## src/hw/rtl/olc_pkg.sv

```systemverilog
// ----------------------------------------------------------------------------
// olc_pkg
// shared types and constants for the overstrike line composer
// ----------------------------------------------------------------------------
package olc_pkg;

    localparam int LINE_LEN = 256;
    localparam int AW       = $clog2(LINE_LEN);
    localparam int LW       = $clog2(LINE_LEN + 1);

    localparam logic [7:0] CH_FF  = 8'h0C;
    localparam logic [7:0] CH_CR  = 8'h0D;
    localparam logic [7:0] CH_BS  = 8'h08;
    localparam logic [7:0] CH_TAB = 8'h09;
    localparam logic [7:0] CH_SP  = 8'h20;

    localparam logic REQ_TEXT = 1'b0;
    localparam logic REQ_EOJ  = 1'b1;

    typedef enum logic [2:0] {
        OP_PRINT,
        OP_SPACE,
        OP_BS,
        OP_TAB,
        OP_CR,
        OP_CTRL,
        OP_EOJ
    } t_op;

    typedef struct packed {
        t_op        op;
        logic [7:0] ch;
    } t_cmd;

    typedef struct packed {
        logic       req_type;
        logic [7:0] char_code;
    } t_in;

    typedef struct packed {
        logic [63:0] out_bytes_low;
        logic [63:0] out_bytes_high;
        logic [4:0]  byte_count;
        logic        last;
    } t_out;

endpackage

```

## src/hw/rtl/olc_queue.sv

```systemverilog
// ----------------------------------------------------------------------------
// olc_queue
// two-entry command queue between front and back
// ----------------------------------------------------------------------------
module olc_queue
    import olc_pkg::*;
(
    input  logic i_clk,
    input  logic i_rst_n,
    input  logic i_push,
    input  t_cmd i_cmd,
    output logic o_full,
    output logic o_valid,
    output t_cmd o_cmd,
    input  logic i_pop
);

    t_cmd       r_mem [2];
    logic       r_wp;
    logic       r_rp;
    logic [1:0] r_cnt;

    assign o_full  = (r_cnt == 2'd2);
    assign o_valid = (r_cnt != 2'd0);
    assign o_cmd   = r_mem[r_rp];

    always_ff @(posedge i_clk) begin
        if (i_push) begin
            r_mem[r_wp] <= i_cmd;
        end
        if (!i_rst_n) begin
            r_wp  <= 1'b0;
            r_rp  <= 1'b0;
            r_cnt <= 2'd0;
        end else begin
            if (i_push) begin
                r_wp <= !r_wp;
            end
            if (i_pop) begin
                r_rp <= !r_rp;
            end
            r_cnt <= r_cnt + 2'(i_push) - 2'(i_pop);
        end
    end

endmodule

```

## config.mk

```make
export PLATFORM = sky130hd
export DESIGN_NAME = olc_queue
export DESIGN_NICKNAME = d
export VERILOG_FILES = /design/src/hw/rtl/olc_pkg.sv /design/src/hw/rtl/olc_queue.sv
export SDC_FILE = /design/constraint.sdc
export NUM_CORES = 1
export LEC_CHECK = 0
export ABC_CLOCK_PERIOD_IN_PS = 4100
export BUFFER_PORTS_ARGS = -buffer_cell sky130_fd_sc_hd__buf_2
export CAP_MARGIN = 10
export CORE_MARGIN = 2
export CORE_UTILIZATION = 53
export DETAILED_ROUTE_END_ITERATION = 8
export PLACE_DENSITY = 0.89
export SYNTH_ARGS = -nofsm -noshare
export SYNTH_HDL_FRONTEND = slang
export SYNTH_SLANG_ARGS = --single-unit
```

## constraint.sdc

```tcl
create_clock -name i_clk -period 4.1 [get_ports i_clk]
set_input_delay 1.025 -clock i_clk [delete_from_list [all_inputs] [get_ports i_clk]]
set_output_delay 1.025 -clock i_clk [all_outputs]
set_load 0.02 [all_outputs]
```

# After elaboration in Yosys (flattened, before gate mapping)
# Memory sizes are Yosys's and may differ from the RTL's. A register that Yosys moved wholly into a read port is not among the register bits.
# Index checks and enable logic that the tools add are counted.
[op_classes]
add_sub_neg = 2
eq_ne = 1
muxes = 4
reduce_logical = 3
[ops]
columns = ["operator", "count"]
rows = [
  ["two-way mux 1 bit", 4],
  ["adder 2 x 1 -> 2 bit", 1],
  ["== test 2 bit (second input constant)", 1],
  ["zero test 1 bit", 2],
  ["nonzero test 2 bit", 1],
  ["subtractor 2 x 1 -> 2 bit", 1],
]
[word_totals]
regBits = 4
mem_bits_rw = 22
input_bits = 15
out_inout_bits = 13
elab_cells = 14
n_memories = 1
[mem_list]
columns = ["name", "words", "word_bits", "rd", "rd_clocked_by_memory_dff", "wr", "line_no", "rtl"]
rows = [
  ["r_mem", 2, 11, 1, 1, 1, "olc_queue.sv:18", "t_cmd r_mem [2];"],
]

# Longest topological paths before layout
[logic_depth]
word_depth = 3
depth_mapped = 6
mapped_depth_nobuf = 6

# Worst setup path before layout
# Ideal clock, no wire load.
[synth_path]
path_kind = "input to register"
start = "input i_push"
end = "memory r_mem[0][0] (netlist name), enable pin"
setup_ps = 381
arrival_ps = 1607
required_ps = 3719
slack_ps = 2112
cell_stages = 1
n_path_buf = 0
path_cell_list = "nor2b_1"
[synth_between]
elab_chain_cells = 2
[synth_rtl]
columns = ["item", "line_no", "rtl"]
rows = [
  ["start: declaration", "olc_queue.sv:10", "input logic i_push,"],
  ["two-way mux 1 bit", "olc_queue.sv:28", "if (i_push) begin"],
  ["two-way mux 1 bit (implied by the code)", "olc_queue.sv:29", "r_mem[r_wp] <= i_cmd;"],
  ["end: declaration", "olc_queue.sv:18", ""],
]
# No other way between the ends.

==> report_table.html <==
<table>
<tr><th>Metric</th><th>Value</th></tr>
<tr><th colspan="2">Timing</th></tr>
<tr><td>Slew Limit Headroom</td><td>31.5%</td></tr>
<tr><td>Hold slack</td><td>605 ps</td></tr>
<tr><td>Time the worst path needs with I/O delays and setup</td><td>2540 ps</td></tr>
<tr><td>Final hold violation count</td><td>0</td></tr>
<tr><td>Worst-case clock skew</td><td>1.67 ps</td></tr>
<tr><td>Worst Max-Slew Pin Slew</td><td>1030 ps</td></tr>
<tr><td>Final Setup Violations</td><td>0</td></tr>
<tr><td>Unrepaired setup endpoints after global routing</td><td>false</td></tr>
<tr><td>Portion of the clock cycle consumed by the worst path in the final layout</td><td>62.0%</td></tr>
<tr><td>Upper clock frequency limit</td><td>393 MHz</td></tr>
<tr><td>Post-Route Setup TNS</td><td>0 ps</td></tr>
<tr><td>Number of max-slew violations in the final report</td><td>0</td></tr>
<tr><th colspan="2">Pwr</th></tr>
<tr><td>Total internal power</td><td>395 uW</td></tr>
<tr><td>Highest ir drop seen on vdd</td><td>257 uV</td></tr>
<tr><td>Part of the total power dissipated in the clock network</td><td>20.1%</td></tr>
<tr><td>Sequential group share of total power</td><td>63.0%</td></tr>
<tr><td>Switching Share</td><td>24.1%</td></tr>
<tr><td>Leakage dissipation</td><td>0.000482 uW</td></tr>
<tr><td>Net switching power</td><td>125 uW</td></tr>
<tr><td>Power density cells</td><td>432 nW/um^2</td></tr>
<tr><td>Logic pwr share</td><td>16.9%</td></tr>
<tr><th colspan="2">Clock tree</th></tr>
<tr><td>Setup fix buffers added after clock tree synthesis</td><td>0</td></tr>
<tr><td>PostCTS Resize Cnt</td><td>0</td></tr>
<tr><td>Maximum root-to-sink buffer count</td><td>2</td></tr>
<tr><td>Worst-path clk slew</td><td>120 ps</td></tr>
<tr><td>Max H-tree Level</td><td>1</td></tr>
<tr><td>Worst skew pair latency</td><td>300 ps</td></tr>
<tr><td>Clock tree root driver cell</td><td>sky130_fd_sc_hd__clkbuf_4</td></tr>
<tr><td>CTS Buf Count</td><td>3</td></tr>
<tr><td>CTS tree</td><td>yes</td></tr>
<tr><td>Number of clock sinks seen by CTS</td><td>27</td></tr>
<tr><td>Total of hold buffers inserted after clock tree synthesis</td><td>0</td></tr>
<tr><th colspan="2">Routing</th></tr>
<tr><td>Vias per cell</td><td>4.96</td></tr>
<tr><td>DRT Pass-1 Iters</td><td>4</td></tr>
<tr><td>Overall routed net length</td><td>1520 um</td></tr>
<tr><td>Drt initial violations</td><td>6</td></tr>
<tr><td>Wire per inst</td><td>13.8 um</td></tr>
<tr><td>Residual DRC count</td><td>0</td></tr>
<tr><td>DR vias</td><td>546</td></tr>
<tr><td>Number of nets with antenna violations after routing</td><td>0</td></tr>
<tr><th colspan="2">Finish</th></tr>
<tr><td>Combined area of the multi-input logic cells</td><td>244 um^2</td></tr>
<tr><td>Synthesis-to-finish area growth</td><td>18.2%</td></tr>
<tr><td>Most common cell after layout, fill and taps aside</td><td>sky130_fd_sc_hd__buf_2</td></tr>
<tr><td>Filler cells</td><td>138</td></tr>
<tr><td>Net total in the final layout</td><td>103</td></tr>
<tr><td>Most used cells in the layout excluding fill and tap cells</td><td>27 x sky130_fd_sc_hd__buf_2, 22 x sky130_fd_sc_hd__edfxtp_1, 10 x sky130_fd_sc_hd__mux2_1</td></tr>
<tr><td>Share of the core filled with cells</td><td>68.3%</td></tr>
<tr><td>Layout cells sized above 1</td><td>36.5%</td></tr>
<tr><td>Final instance area</td><td>1200 um^2</td></tr>
<tr><td>Antenna cell count</td><td>0</td></tr>
<tr><td>Area occupied by registers</td><td>761 um^2</td></tr>
<tr><th colspan="2">Place</th></tr>
<tr><td>Routability Congestion</td><td>0.605</td></tr>
<tr><td>Post-detailed-placement half-perimeter wirelength</td><td>1120 um</td></tr>
<tr><td>Number of I/O port buffers</td><td>27</td></tr>
<tr><td>Post-place instance area</td><td>1180 um^2</td></tr>
<tr><th colspan="2">Critical path</th></tr>
<tr><td>CP Data Arrival Time</td><td>1520 ps</td></tr>
<tr><td>Slowest cell on the critical path</td><td>sky130_fd_sc_hd__dfxtp_1</td></tr>
<tr><td>Largest delay contributor family on the critical path</td><td>flip-flops</td></tr>
<tr><td>Startpoint-to-endpoint class of the critical path</td><td>reg2out</td></tr>
<tr><td>Critical path buffer and inverter count</td><td>1</td></tr>
<tr><td>Data required time at the worst endpoint</td><td>3070 ps</td></tr>
<tr><td>Series of cell instances along the critical path</td><td>mux2_2, buf_2</td></tr>
<tr><td>Capturing element type of the critical path</td><td>primary output</td></tr>
<tr><td>Type of origin of the critical path</td><td>flip-flop</td></tr>
<tr><td>Max stage delay on crit path</td><td>650 ps</td></tr>
<tr><td>Maximum fanout along the worst path</td><td>11</td></tr>
<tr><th colspan="2">Yosys</th></tr>
<tr><td>Post-synth net total</td><td>72</td></tr>
<tr><td>Cell count after synthesis</td><td>55</td></tr>
<tr><td>Count of state elements after synthesis</td><td>27</td></tr>
<tr><td>Post-synthesis instance area</td><td>1020 um^2</td></tr>
<tr><td>Unique masters post-synth</td><td>13</td></tr>
<tr><td>Mapped Avg Cell Area</td><td>18.5 um^2</td></tr>
<tr><td>Sequential fraction of the synthesis area</td><td>74.6%</td></tr>
<tr><td>Synth Warn #</td><td>0</td></tr>
<tr><th colspan="2">Floorplanning</th></tr>
<tr><td>Starting density of the core</td><td>57.8%</td></tr>
<tr><td>Die outline area</td><td>2290 um^2</td></tr>
<tr><td>Number of top-level pins</td><td>28</td></tr>
<tr><td>Chip Width</td><td>47.9 um</td></tr>
<tr><td>Std cell rows</td><td>15</td></tr>
<tr><td>Floorplan core area</td><td>1760 um^2</td></tr>
<tr><td>Die Y-Extent</td><td>47.9 um</td></tr>
<tr><th colspan="2">Run status</th></tr>
<tr><td>Status</td><td>finished clean</td></tr>
<tr><th colspan="2">Flow run</th></tr>
<tr><td>Max-cap viol count</td><td>0</td></tr>
<tr><th colspan="2">GRT</th></tr>
<tr><td>Initial antenna violation count</td><td>0</td></tr>
<tr><td>Overflow left after global routing</td><td>0</td></tr>
<tr><td>Maximum number of pins on one net before global-route repair</td><td>15</td></tr>
<tr><td>Global-route wire length before repair</td><td>2130 um</td></tr>
<tr><td>Total Routing Usage GR</td><td>15.0%</td></tr>
<tr><td>Vias in the first global route</td><td>506</td></tr>
<tr><th colspan="2">Hold path</th></tr>
<tr><td>Hold WC Path Type</td><td>reg2reg</td></tr>
</table>
==> cells in the mapped netlist <==
cell                       count  share of area [%]
sky130_fd_sc_hd__edfxtp_1     22                 65
sky130_fd_sc_hd__mux2_1       10                 11
sky130_fd_sc_hd__dfxtp_1       5                9.8
sky130_fd_sc_hd__and2_1        4                2.5
sky130_fd_sc_hd__nor2b_1       4                2.5
sky130_fd_sc_hd__ha_1          2                2.5
sky130_fd_sc_hd__inv_1         2               0.74
sky130_fd_sc_hd__buf_4         1               0.74
sky130_fd_sc_hd__mux2_2        1                1.1
sky130_fd_sc_hd__o21a_1        1               0.74
sky130_fd_sc_hd__or2_1         1               0.61
sky130_fd_sc_hd__xnor3_1       1                2.2
sky130_fd_sc_hd__xor2_1        1               0.86
==> final timing paths <==
check            start           to  slack, ps  depth (start not counted)
min               r_rp         r_rp        600                          2
max          flip-flop    o_cmd[10]       1560                          2
min reg2reg       r_rp         r_rp        600                          2
max reg2reg       r_wp  r_mem[0][6]       2610                          1
==> per-layer routing <==
layer / part of all wire, % / wire length, um / vias up / global-route usage, %
met5: 0 / 0 / - / 0
met4: 0.86 / 13 / 0 / 9.73
met3: 6.8 / 103 / 2 / 5.28
met2: 52 / 788 / 24 / 26.7
met1: 40 / 615 / 259 / 14.6
li1: - / - / 261 / -
==> worst min-delay path: cells and delay by family (launching register included) <==
family	cells	cell delay [ps]
xor+xnor	1	80
simple gates	1	150
flops	1	350
==> registers in the layout, indices dropped and copies added (netlist names), named ones only <==
register,cells
r_cnt,2
r_rp,1
r_mem,22
r_wp,1
==> layout make-up <==
class | instances | share of cell area [%]
Timing Repair Buffer | 27 | 11.2
Multi-Input combinational cell | 25 | 20.2
Sequential cell | 27 | 63.1
Inverter | 2 | 0.623
Clock buffer | 4 | 2.18
Tap cell | 25 | 2.60
==> kinds of logic after synthesis <==
group	after synthesis	share of synthesized area, %
flip-flops	27	74.6
AND/OR/NAND/NOR	9	5.52
adder cells (fa/ha/maj)	2	2.45
buffers and inverters	3	1.47
XOR/XNOR	2	3.07
multiplexers	11	12.1
AO/OA/AOI/OAI	1	0.736
==> through the flow <==
step           std cells  power (uW)  setup WS, ps
2_1_floorplan         55         391          2110
4_1_cts              110         525          1540
5_1_grt              110         544          1470
6_report             110         520          1560
3_5_place_dp         106         423          1750
3_3_place_gp         106         417          1780
==> power by group through the flow <==
stage	Clock (uW)	Combinational, uW	Sequential [uW]
after floorplan	0	63.7	327
after global placement	0	85.4	332
after detailed placement	0	89.0	334
after CTS	109	89.4	328
after global routing	120	94.4	330
final	105	87.9	328
(Power assumes the default switching activity.)
