## config.mk

```make
export PLATFORM = sky130hd
export DESIGN_NAME = olc_front
export DESIGN_NICKNAME = d
export VERILOG_FILES = /design/src/hw/rtl/olc_pkg.sv /design/src/hw/rtl/olc_front.sv
export SDC_FILE = /design/constraint.sdc
export NUM_CORES = 1
export LEC_CHECK = 0
export ABC_AREA = 1
export BUFFER_PORTS_ARGS = -buffer_cell sky130_fd_sc_hd__buf_2
export CORE_AREA = 2 2 39 41
export DETAILED_ROUTE_END_ITERATION = 12
export DIE_AREA = 0 0 41 43
export GPL_TIMING_DRIVEN = 0
export SYNTH_ARGS = -nofsm -noshare
export SYNTH_HDL_FRONTEND = slang
export SYNTH_SLANG_ARGS = --single-unit
export TNS_END_PERCENT = 10
```

## constraint.sdc

```tcl
create_clock -name vclk -period 0.8
set_input_delay 0.12 -clock vclk [all_inputs]
set_output_delay 0.12 -clock vclk [all_outputs]
set_load 0.02 [all_outputs]
```

## src/hw/rtl/olc_pkg.sv

```systemverilog
// ----------------------------------------------------------------------------
// olc_pkg
// shared types and constants for the overstrike line composer
// ----------------------------------------------------------------------------
package olc_pkg;

    localparam int LINE_LEN = 256;
    localparam int AW       = $clog2(LINE_LEN);
    localparam int LW       = $clog2(LINE_LEN + 1);

    localparam logic [7:0] CH_FF  = 8'h0C;
    localparam logic [7:0] CH_CR  = 8'h0D;
    localparam logic [7:0] CH_BS  = 8'h08;
    localparam logic [7:0] CH_TAB = 8'h09;
    localparam logic [7:0] CH_SP  = 8'h20;

    localparam logic REQ_TEXT = 1'b0;
    localparam logic REQ_EOJ  = 1'b1;

    typedef enum logic [2:0] {
        OP_PRINT,
        OP_SPACE,
        OP_BS,
        OP_TAB,
        OP_CR,
        OP_CTRL,
        OP_EOJ
    } t_op;

    typedef struct packed {
        t_op        op;
        logic [7:0] ch;
    } t_cmd;

    typedef struct packed {
        logic       req_type;
        logic [7:0] char_code;
    } t_in;

    typedef struct packed {
        logic [63:0] out_bytes_low;
        logic [63:0] out_bytes_high;
        logic [4:0]  byte_count;
        logic        last;
    } t_out;

endpackage

```

## src/hw/rtl/olc_front.sv

```systemverilog
// ----------------------------------------------------------------------------
// olc_front
// accepts input beats and classifies each byte into a command
// ----------------------------------------------------------------------------
module olc_front
    import olc_pkg::*;
(
    input  logic i_in_valid,
    output logic o_in_ready,
    input  t_in  i_in_data,
    output logic o_push,
    output t_cmd o_cmd,
    input  logic i_full
);

    assign o_in_ready = !i_full;
    assign o_push     = i_in_valid && !i_full;

    always_comb begin
        o_cmd.ch = i_in_data.char_code;
        if (i_in_data.req_type == REQ_EOJ) begin
            o_cmd.op = OP_EOJ;
        end else if (i_in_data.char_code >= 8'h21 && i_in_data.char_code <= 8'h7E) begin
            o_cmd.op = OP_PRINT;
        end else if (i_in_data.char_code == CH_SP) begin
            o_cmd.op = OP_SPACE;
        end else if (i_in_data.char_code == CH_BS) begin
            o_cmd.op = OP_BS;
        end else if (i_in_data.char_code == CH_TAB) begin
            o_cmd.op = OP_TAB;
        end else if (i_in_data.char_code == CH_CR) begin
            o_cmd.op = OP_CR;
        end else begin
            o_cmd.op = OP_CTRL;
        end
    end

endmodule

```

**Word-level counts from Yosys, hierarchy flattened**

Index checks and enable logic that the tools add are counted.

- Flip-flop bits (word level): 0
- Bits of input ports: 11
- Output and inout bits: 13
- Word-level logic and storage cells: 15

- $lt $le $gt $ge: 2
- Eq/ne operators: 4
- Multiplexer cells: 6
- Reductions and logical operators: 3

Operators with widths:

| cell | number |
|---|---|
| $eq 8x4->1 const B | 3 |
| $mux 3 | 5 |
| $eq 8x6->1 const B | 1 |
| $ge 8x6->1 const B | 1 |
| $le 8x7->1 const B | 1 |
| $logic_and 1x1->1 | 2 |
| $logic_not 1->1 | 1 |
| $mux 1 | 1 |

**Longest topological paths before layout**

Gate-level depths: netlist (run 1).

- Word-level depth: 7
- Mapped depth: 7
- Depth with buffers taken out: 7

**Worst setup path before layout (run 1)**

OpenSTA, ideal clock, no wires.

- Path type: input -> output
- From: in i_in_data[6] (netlist name)
- To: out o_cmd[9] (netlist name)
- Arrival time: 0.833 ns
- Required time: 0.680 ns
- Slack: -0.153 ns
- Stages on the path: 3
- Cells stage by stage: nor2_1 nand3_1 o21ai_0

RTL lines:

| item | RTL line | RTL |
|---|---|---|
| start, declared | olc_front.sv:10 | `input t_in i_in_data,` |
| end, declared | olc_front.sv:12 | `output t_cmd o_cmd,` |

==> results by stage, run 1 <==
Global routing:
- After global routing the overflow that remains totals 0.
- The number of antenna violations at the first check in global routing is 0.
- Entering global routing, the biggest net connects 6 pins.
- The global routing usage summed across all routing layers is 6.793%.
- The number of global-route vias before repair is between 200 and 300.
- The first-pass GRT wire length is 924 µm.

Final layout:
- After the flow finishes, the layout carries non-filler instances totaling 94.
- Clock buffers in the final layout number 0.
- In the final layout, flip-flops and latches occupy 0 µm².
- The layout has between 150 and 200 filler cells.
- The area growth from synthesis to final layout is 98.52%.
- In the final design database the tool counted 91 nets.
- The share of final-layout standard cells stronger than drive strength 1 is between 60% and 70%.
- The multi-input combinational cell area is 191.4 µm².
- In the finished design the tool counted flip-flops and latches totalling 0.
- 0 antenna diodes ended up in the layout.

Place:
- The global placer's final weighted congestion is ~0.8.
- Before CTS, the worst setup slack after placement is -0.2501 ns.
- The placed wire-length estimate is ~550 µm.
- During placement, the flow inserted port buffers numbering 24.
- After detailed placement, the design holds a cell count of 94.

Timing:
- The shortest clock period the worst path allows after layout is 0.9368 ns.
- The worst slew margin relative to its limit is about nine tenths.
- The number of endpoints with negative hold slack in the final report came to 0.
- Once routing completed, OpenROAD measured the worst setup slack at -0.1368 ns.
- Setup repair after global routing could not meet its margin everywhere.
- Adding up every negative setup slack in the final design gives -0.2746 ns.
- The fmax is approximately 1100 MHz.
- The worst path uses 117.1% of the clock period.
- At the pin with the least slew margin, the transition time is approximately 0.12 ns.
- The total of endpoints with negative setup slack in the final report is 3.
- The max-slew violation count is 0.

Setup path:
- The number of buffers and inverters on the critical path is 2.
- The highest net fanout along the worst path is 4.
- The dominant delay contributor by cell family on the critical path is simple AND/OR/NAND/NOR gates.
- The signal on the critical path passes through buf_8, nor2_4, nand3_2, nor2_1, nor2_1, nand2_1, nand2_1, buf_6.
- The arrival time of the worst setup path is a little over 0.8 ns.
- The worst setup path is launched from an input pin.
- Among all stages on the critical path, the largest delay is contributed by buf_6.
- The critical path class is in -> out.
- In this design, the stage delay of the slowest critical-path cell is 0.13 ns.
- STA puts the critical path data required time at 0.68 ns.
- The worst setup path is captured at an output pin.

Hold path:
- The launch instance of the worst min-delay path is i_in_data[8].
- The worst hold path terminates at o_cmd[8].
- The class of the worst hold path is in -> out.
- The number of instances on the worst hold path is 3.

Route:
- The first detailed-routing pass ran for 2 iterations.
- The DRC violations left is 0.
- The via density per instance is just under 4.
- The residual antenna-violating net count after detailed routing is 0.
- After detailed routing, the average wire length per cell comes to between 6 and 7 µm.
- Summed over all layers, the routed wires come to around 640 µm.
- The detailed-route via count is 368.
- After the first detailed-routing iteration, the DRC count stood at 1.

Status:
- The run finished, with violations left.
- The checks that failed: negative setup slack.

Floorplan:
- The die is between 40 and 50 µm tall.
- The initial core utilization is a little under a fifth.
- For this design the top-level I/O count stands at 24.
- Measured along the x axis, the die boundary spans 41 µm.
- Row generation in the floorplan step produced 14 rows.
- The die area is between 1500 and 2000 µm².
- The floorplan step defined a core boundary enclosing 1384 µm².

Synthesis:
- Synthesis produced a netlist with a net count of between 60 and 70.
- The sequential share of the synthesized area is 0%.
- The most numerous cell in the Yosys netlist is nand2_1.
- The area of the mapped netlist is approximately 250 µm².
- The largest area contributor in the netlist is buf_4.
- After synthesis, the netlist uses 11 different library cells.
- The post-synthesis instance total is 54.
- Yosys attributes the largest share of cell area to buf_4 24%, nand2_1 21%, nor2_1 15%.
- The synthesized area per cell is roughly 4.7 µm².
- The commonest cells after synthesis are 14 x nand2_1, 10 x nor2_1, 8 x buf_4, 8 x inv_1, 4 x inv_2.
- Yosys printed 0 warnings.
- The top cell type by area accounts for a little under a quarter of the synthesized area.

Power:
- The total leakage power is ~0.28 nW.
- Total power for the finished layout comes to 0.2708 mW.
- The power per unit of standard cell area is approximately 540 nW/µm².
- VDD sags by at most about 0.13 mV.

Flow run:
- The number of maximum-capacitance violations is 0.

Clock network:
- Buffers inserted to repair hold after CTS numbered 0.
[area by class of cell]
cell class                 instances  area share [%]
buffer                             8           11.91
inverter                          12           10.42
tap                               16           3.970
multi-input combinational         34           37.97
timing repair buffer              24           35.73
[per-layer routing]
layer / share of wire, % / vias to the layer above / global-route usage [%]
met5: 0 / - / 0
met4: 0 / 0 / 0
met3: 7.3 / 0 / 0
met2: 52 / 11 / 10.31
met1: 40 / 158 / 11.08
li1: - / 199 / -
[logic make-up after synthesis]
| logic type | share of synthesized area (%) |
|---|---|
| and+or+nand+nor | 52.71 |
| buffers and inverters | 41.38 |
| AOI/OAI and AO/OA | 5.910 |
[cells in the final DEF, fill, tap and decap left out, drive strengths merged]
master / n
buf: 32
nand2: 15
nor2: 12
inv: 12
nand3: 4
o21ai: 2
a21oi: 1
[what timing repair did]
| action | 4_1_cts | 5_1_grt |
|---|---|---|
| gates resized for setup | 29 | 6 |
| setup buffers | 0 | 0 |
| endpoints found under the setup margin | 3 | 3 |
| gates cloned | 0 | 0 |
| pin swaps | 11 | 8 |
[per-stage QoR]
stage | utilization (%) | instance area, µm² | hold WS [ns]
5_1_grt | 36.44 | 504.2 | 0.5029
3_5_place_dp | 28.75 | 397.9 | 0.4976
2_1_floorplan | - | 257.7 | 0.2876
6_report | 36.44 | 504.2 | 0.4880
3_3_place_gp | 28.75 | 397.9 | 0.4938
4_1_cts | 34.81 | 481.7 | 0.4876
[report_power, final]
| group | internal, mW | switching [mW] | total [mW] |
|---|---|---|---|
| registers | 0 | 0 | 0 |
| clock network | 0 | 0 | 0 |
| logic | 0.130 | 0.141 | 0.271 |
[tightest hold or removal path, stage by stage]
cell	delay [ns]
buf_2	0.09
nor2_2	0.04
buf_6	0.11
[worst max-delay path by stage]
| stage | startpoint | endpoint | slack (ns) | cells past startpoint |
|---|---|---|---|---|
| after global routing | i_in_data[1] | o_cmd[8] | -0.21 | 9 |
| after detailed placement | i_in_data[6] | o_cmd[10] | -0.25 | 8 |
| final | i_in_data[7] | o_cmd[10] | -0.14 | 8 |
| after floorplan | i_in_data[6] | o_cmd[10] | 0.01 | 6 |
| after global placement | i_in_data[6] | o_cmd[10] | -0.22 | 8 |
| after CTS | i_in_data[3] | o_cmd[8] | -0.16 | 9 |
Power figures use the tool's default switching activity.
==> inputs of run 2 (changes only) <==
- clock period: 0.8 -> 1 ns (I/O delays scaled with it)
==> results by stage, run 2 (synthesis results as in run 1) <==
Final layout:
- The post-layout utilization of the core is 36.80% (+0.36 points).
- The library cells used most frequently in the layout, excluding fill and tap cells, are 14 x buf_2, 11 x nand2_1, 11 x buf_4.
- The antenna diode count is 0 (unchanged).
- The post-route cell area was 509.2 µm² (+0.99%).
- The share of final-layout standard cells stronger than drive strength 1 is 68.35% (+1.7 points).
- The number of fillers in the final layout is 155 (-0.64%).
- Compared with the post-synthesis result, the final layout area differs by 100.5%.
- The register area is 0 µm² (unchanged).
- The post-layout net count is 92 (+1.1%).
- The total of clock buffers placed in the layout is 0 (unchanged).
- The count of flip-flops and latches came to 0 (unchanged).
- The most common cell after layout, fill and taps aside is buf_2.

Setup path:
- The highest net fanout along the worst path is 4 (unchanged).
- The required time of the critical path is 0.85 ns (+0.17 ns).
- The sum of buffers and inverters on the critical path is 4 (+2).
- The critical path class is in -> out.
- The element type at the critical path end is an output pin.
- The arrival time of the worst setup path is 0.85 ns (+0.03 ns).
- Walking the worst path, the cells encountered are buf_6, inv_4, buf_4, nand3_1, nor2_1, nor2_1, nand2_1, nand2_1, buf_6.
- The dominant delay contributor by cell family on the critical path is buffers and inverters.
- The worst-path cell with the longest stage delay is buf_6.
- The largest stage delay on the critical path is 0.13 ns (about the same).
- The critical path startpoint category is an input pin.

Global routing:
- The maximum number of pins on one net before global-route repair is 6 (unchanged).
- The number of antenna violations at the first check in global routing is 0 (unchanged).
- The number of global-route vias before repair was 260 (+3.6%).
- The first-pass GRT wire length is 972 µm (+5.2%).
- The global routing usage summed across all routing layers came to 7.293% (+0.50 points).
- The global-route congestion overflow total is 0 (unchanged).

Route:
- The violation count after the first detailed-routing iteration is 2 (+1).
- The residual antenna-violating net count after detailed routing was 0 (unchanged).
- The via density per instance is 3.895 (-0.51%).
- The detailed-route via count came to 370 (+0.54%).
- The overall routed net length is 707 µm (+10%).
- The DRC violations left is 0 (unchanged).
- The average wire per standard cell came to 7.442 µm (+9.3%).
- The iteration count of the initial detailed-routing pass came to 4 (+2).

Power:
- The internal power component is 0.1089 mW (-16%).
- The overall power after layout is 0.2231 mW (-18%).
- The share of power burned in registers was 0% (unchanged).
- The power spent charging and discharging nets was 0.1142 mW (-19%).
- The highest ir drop seen on vdd is 0.1189 mV (-12%).
- The net switching fraction of the power is 51.18% (-0.91 points).
- The power per unit of standard cell area is 438.1 nW/µm² (-18%).
- The proportion of power drawn by combinational gates is 100.0% (about the same).
- The clock network fraction of design power is 0% (unchanged).
- The total leakage power is 0.2826 nW (+1.2%).

Place:
- The placement-stage cell area is 394.1 µm² (-0.94%).
- The total of buffers placed on input and output ports is 24 (unchanged).
- The global placer's final weighted congestion came to 0.7433 (-5.1%).
- The placed wire-length estimate was 551.3 µm (+0.95%).

Floorplan:
- The die area is 1763 µm² (unchanged).
- The placeable core area came to 1384 µm² (unchanged).
- The number of cell rows is 14 (unchanged).
- The initial core utilization is 18.35% (unchanged).
- The die width was 41 µm (unchanged).
- The I/O pin count is 24 (unchanged).
- The chip height came to 43 µm (unchanged).

Clock network:
- The total of hold buffers inserted after clock tree synthesis is 0 (unchanged).

Timing:
- The total of endpoints with negative setup slack in the final report is 1 (-2).
- Setup repair after global routing could not meet its margin everywhere.
- The final-layout worst hold slack is 0.5486 ns (+0.06058 ns).
- Dividing the final minimum period by the clock period gives 100.1%.
- The worst slew margin relative to its limit is 92.05% (+0.16 points).
- The transition time at the pin with the least slew margin is 0.1184 ns (-0.002343 ns).
- The max-slew violation count came to 0 (unchanged).
- The number of endpoints with negative hold slack in the final report is 0 (unchanged).
- Subtracting the final worst setup slack from the clock period gives around 1.0 ns.
- The fmax is between 900 and 1000 MHz.
- The worst setup margin came to -0.001318 ns (+0.1354 ns).

Status:
- The checks that failed: negative setup slack.
- The run finished, with violations left.

Flow run:
- The number of maximum-capacitance violations came to 0 (unchanged).

Hold path:
- The path class of the tightest hold or removal check is in -> out.
run 2: repair_timing:
action,CTS,global route
buffers inserted,1,0
pin swaps,8,14
endpoints found under the setup margin,2,2
endpoints found under the hold margin,0,0
gates resized for setup,28,11
run 2: worst paths after layout:
path	slack [ns]	cells past startpoint	from	endpoint
hold / removal	0.55	3	i_in_data[8]	o_cmd[8]
setup / recovery	-0.001	9	i_in_data[2]	o_cmd[10]
run 2: power by group through the flow:
stage               clock network, mW  registers, mW  logic, mW
floorplan                           0              0      0.105
global placement                    0              0      0.167
detailed placement                  0              0      0.170
CTS                                 0              0      0.210
global route                        0              0      0.242
finish                              0              0      0.223
run 2: routing by layer:
metal  share of wire [%]  vias to the layer above  track usage (%)  routed length, µm
met5                   0                        -                0                  0
met4                   0                        0                0                  0
met3                 7.9                        0                0                 56
met2                  55                       13            13.13                388
met1                  37                      158            9.810                262
li1                    -                      199                -                  -
run 2: worst min-delay path: cells and delay by family:
kind                   cells  cell delay (ns)
AND/OR/NAND/NOR            1             0.04
buffers and inverters      2             0.21
run 2: layout make-up:
class / instances / area (µm²) / area share [%]
Multi-Input combinational cell: 34 / 180.2 / 35.38
Inverter: 12 / 55.05 / 10.81
Buffer: 8 / 60.06 / 11.79
Tap cell: 16 / 20.02 / 3.931
Timing Repair Buffer: 25 / 193.9 / 38.08
run 2: metrics by stage:
stage,TNS (ns),cells,worst slack [ns]
after floorplan,0,54,0.1373
after global placement,-0.09500,94,-0.05957
after detailed placement,-0.1500,94,-0.08495
after CTS,-0.02996,95,-0.02773
after global routing,-0.1405,95,-0.07344
final,-0.001318,95,-0.001318
==> inputs of run 3 (changes only) <==
- ABC_AREA: 1 -> 0
- ABC_CLOCK_PERIOD_IN_PS: unset -> 1000
- CELL_PAD_IN_SITES_DETAIL_PLACEMENT: unset -> 0
- CELL_PAD_IN_SITES_GLOBAL_PLACEMENT: unset -> 1
- PLACE_DENSITY_LB_ADDON: unset -> 0.1
==> results by stage, run 3 <==
Status:
- The run finished, with violations left.
- The final reports fail on negative setup slack.

Setup path:
- The sum of buffers and inverters on the critical path is 2 (-2).
- The number of cells on the critical path is 6 (-3).
- The required time of the critical path is 0.85 ns (about the same).
- The largest stage delay on the critical path is 0.33 ns (+0.20 ns).
- The critical path goes through buf_2, nand4_1, o221ai_2, a31o_2, a311o_1, buf_6.
- The arrival time of the worst setup path is 1.26 ns (+0.41 ns).
- STA classifies the critical path startpoint as an input pin.
- The critical path startpoint is i_in_data[6].
- The element type at the critical path end is an output pin.
- The worst-path cell with the longest stage delay is a311o_1.
- The critical path in this run is classified as in -> out.
- The cell family contributing the most delay on the critical path is compound AO/OA/AOI/OAI gates.
- The highest net fanout along the worst path is 4 (unchanged).

Final layout:
- The post-route non-filler standard cell count is 71 (-25%).
- The antenna diode count was 0 (unchanged).
- The share of final-layout standard cells stronger than drive strength 1 is 78.18% (+9.8 points).
- The register area is 0 µm² (unchanged).
- Leaving out fill and tap cells, the most frequent cell in the layout is buf_2.
- The count of flip-flops and latches is 0 (unchanged).
- Relative to the synthesized area, the layout overhead comes to 112.2%.
- The total of clock buffers placed in the layout came to 0 (unchanged).
- The post-layout utilization of the core came to 29.93% (-6.9 points).
- In the layout the commonest cells are 19 x buf_2, 12 x buf_4, 4 x inv_1.
- The post-layout net count is 68 (-26%).

Synthesis:
- The adder-cell share of the synthesized area is 0% (unchanged).
- The synthesized netlist net count is 39 (-40%).
- The most numerous cell in the Yosys netlist is buf_4.
- The simple-gate share of the synthesized area is 25.64% (-27 points).
- The area share of the largest cell type after synthesis came to 30.77% (+7.1 points).
- By count the netlist is led by 8 x buf_4, 4 x inv_1, 2 x nor2_1.
- The synthesized area per cell is 6.971 µm² (+48%).
- The sequential share of the synthesized area is 0% (unchanged).
- By area the synthesized netlist is led by buf_4 31%, inv_1 7.7%, nor4_2 6.4%.
- The post-synthesis xor/xnor area fraction was 4.487% (+4.5 points).
- The share of the synthesized area in compound gates (AO/OA/AOI/OAI) is 31.41% (+25 points).
- The post-synthesis instance total is 28 (-48%).
- The biggest area contributor in the post-synthesis netlist is buf_4.
- The count of cell types in the netlist came to 17 (+6).
- The area of the mapped netlist was 195.2 µm² (-23%).
- After synthesis, the largest family of logic cells by area is buffers and inverters.
- The count of yosys warnings during synthesis came to 0 (unchanged).
- The mux contribution to synthesized area is 0% (unchanged).

Route:
- The violation count after the first detailed-routing iteration is 0 (-2).
- The detailed-route via count is 288 (-22%).
- The average wire per standard cell came to 8.451 µm (+14%).
- The residual antenna-violating net count after detailed routing was 0 (unchanged).
- The DRC violations left is 0 (unchanged).
- The overall routed net length is 600 µm (-15%).
- The iteration count of the initial detailed-routing pass is 1 (-3).
- The via density per instance is 4.056 (+4.1%).

Hold path:
- The worst hold path begins at i_full.
- The min-delay analysis places its worst path in the category in -> out.
- The number of instances on the worst hold path is 3 (unchanged).

Place:
- The placed wire-length estimate is 521.4 µm (-5.4%).
- The placed cell count is 68 (-28%).
- The global placer's final weighted congestion is 0.5800 (-22%).
- The total of buffers placed on input and output ports was 24 (unchanged).

Floorplan:
- The die width was 41 µm (unchanged).
- The placeable core area is 1384 µm² (unchanged).
- The I/O pin count is 24 (unchanged).
- The die area is 1763 µm² (unchanged).
- The initial core utilization is 14.10% (-4.2 points).
- The chip height was 43 µm (unchanged).
- The number of cell rows is 14 (unchanged).

Global routing:
- The number of global-route vias before repair is 221 (-15%).
- The global-route congestion overflow total is 0 (unchanged).
- The maximum number of pins on one net before global-route repair is 7 (+1).
- The first-pass GRT wire length is 862 µm (-11%).
- The global routing usage summed across all routing layers was 6.494% (-0.80 points).
- The number of antenna violations at the first check in global routing is 0 (unchanged).

Timing:
- The fmax is 709.7 MHz (-29%).
- The final clock period utilization by the worst path is 140.9% (+41 points).
- The max-slew violation count came to 0 (unchanged).
- The number of endpoints with negative hold slack in the final report is 0 (unchanged).
- The worst slew margin relative to its limit is 84.38% (-7.7 points).
- The final-layout worst hold slack is 0.5585 ns (+0.009913 ns).
- The total of endpoints with negative setup slack in the final report is 3 (+2).
- The shortest clock period the worst path allows after layout is 1.409 ns (+0.4078 ns).
- The worst setup margin is -0.4091 ns (-0.4078 ns).
- The transition time at the pin with the least slew margin is 0.2343 ns (+0.1159 ns).
- Setup repair after global routing could not meet its margin everywhere.

Power:
- The total leakage power is 0.2223 nW (-21%).
- The power per unit of standard cell area is 452.7 nW/µm² (+3.3%).
- The overall power after layout came to 0.1875 mW (-16%).
- The highest ir drop seen on vdd came to 0.1118 mV (-6.0%).

Flow run:
- The number of maximum-capacitance violations came to 0 (unchanged).

Clock network:
- The total of hold buffers inserted after clock tree synthesis is 0 (unchanged).
==> run 3: cell count changes in the layout (fill, tap and decap cells not counted), moves of 4 or more <==
cell | before | now
nand2_1 | 11 | 1
buf_2 | 14 | 19
nor2_2 | 5 | 0
inv_2 | 4 | 0
inv_4 | 4 | 0
nand2_2 | 4 | 0
nor2_1 | 6 | 2
==> run 3: path summary, 6_finish.rpt <==
path	to	slack, ns
max	o_cmd[10]	-0.41
min	o_in_ready	0.56
==> run 3: cell type report <==
| type | instances | area [µm²] |
|---|---|---|
| multi-input combinational | 16 | 145.1 |
| fill | 169 | 969.7 |
| inverter | 4 | 15.01 |
| timing repair buffer | 27 | 173.9 |
| tap | 16 | 20.02 |
| buffer | 8 | 60.06 |
==> run 3: through the flow <==
step / setup TNS (ns) / setup slack (ns) / cell area [µm²]
6_report: -1.074 / -0.4091 / 414.1
5_1_grt: -1.308 / -0.4669 / 414.1
4_1_cts: -1.039 / -0.4127 / 396.6
3_5_place_dp: -1.159 / -0.4735 / 354.1
3_3_place_gp: -1.177 / -0.4834 / 354.1
2_1_floorplan: -0.4245 / -0.2323 / 214.0
==> run 3: worst min-delay path: stages <==
cell	delay (ns)
buf_2	0.09
inv_1	0.03
buf_2	0.14
==> run 3: cell families after synthesis <==
family	count (synthesis)
AO/OA/AOI/OAI	7
XOR/XNOR	1
buffers and inverters	12
AND/OR/NAND/NOR	8
==> run 3: what timing repair did <==
item / 4_1_cts / 5_1_grt
setup endpoints to repair: 3 / 3
gates resized for setup: 8 / 3
pin swaps: 1 / 2
setup buffers: 2 / 1
==> run 3: power breakdown <==
part	switching, mW	internal [mW]
sequential	0	0
combinational	0.0948	0.0927
clock	0	0
==> run 3: layer usage <==
metal	share of wire [%]	global-route usage, %
met1	37	8.228
met4	0	0
met5	0	0
met3	8.5	0.5236
met2	54	11.88
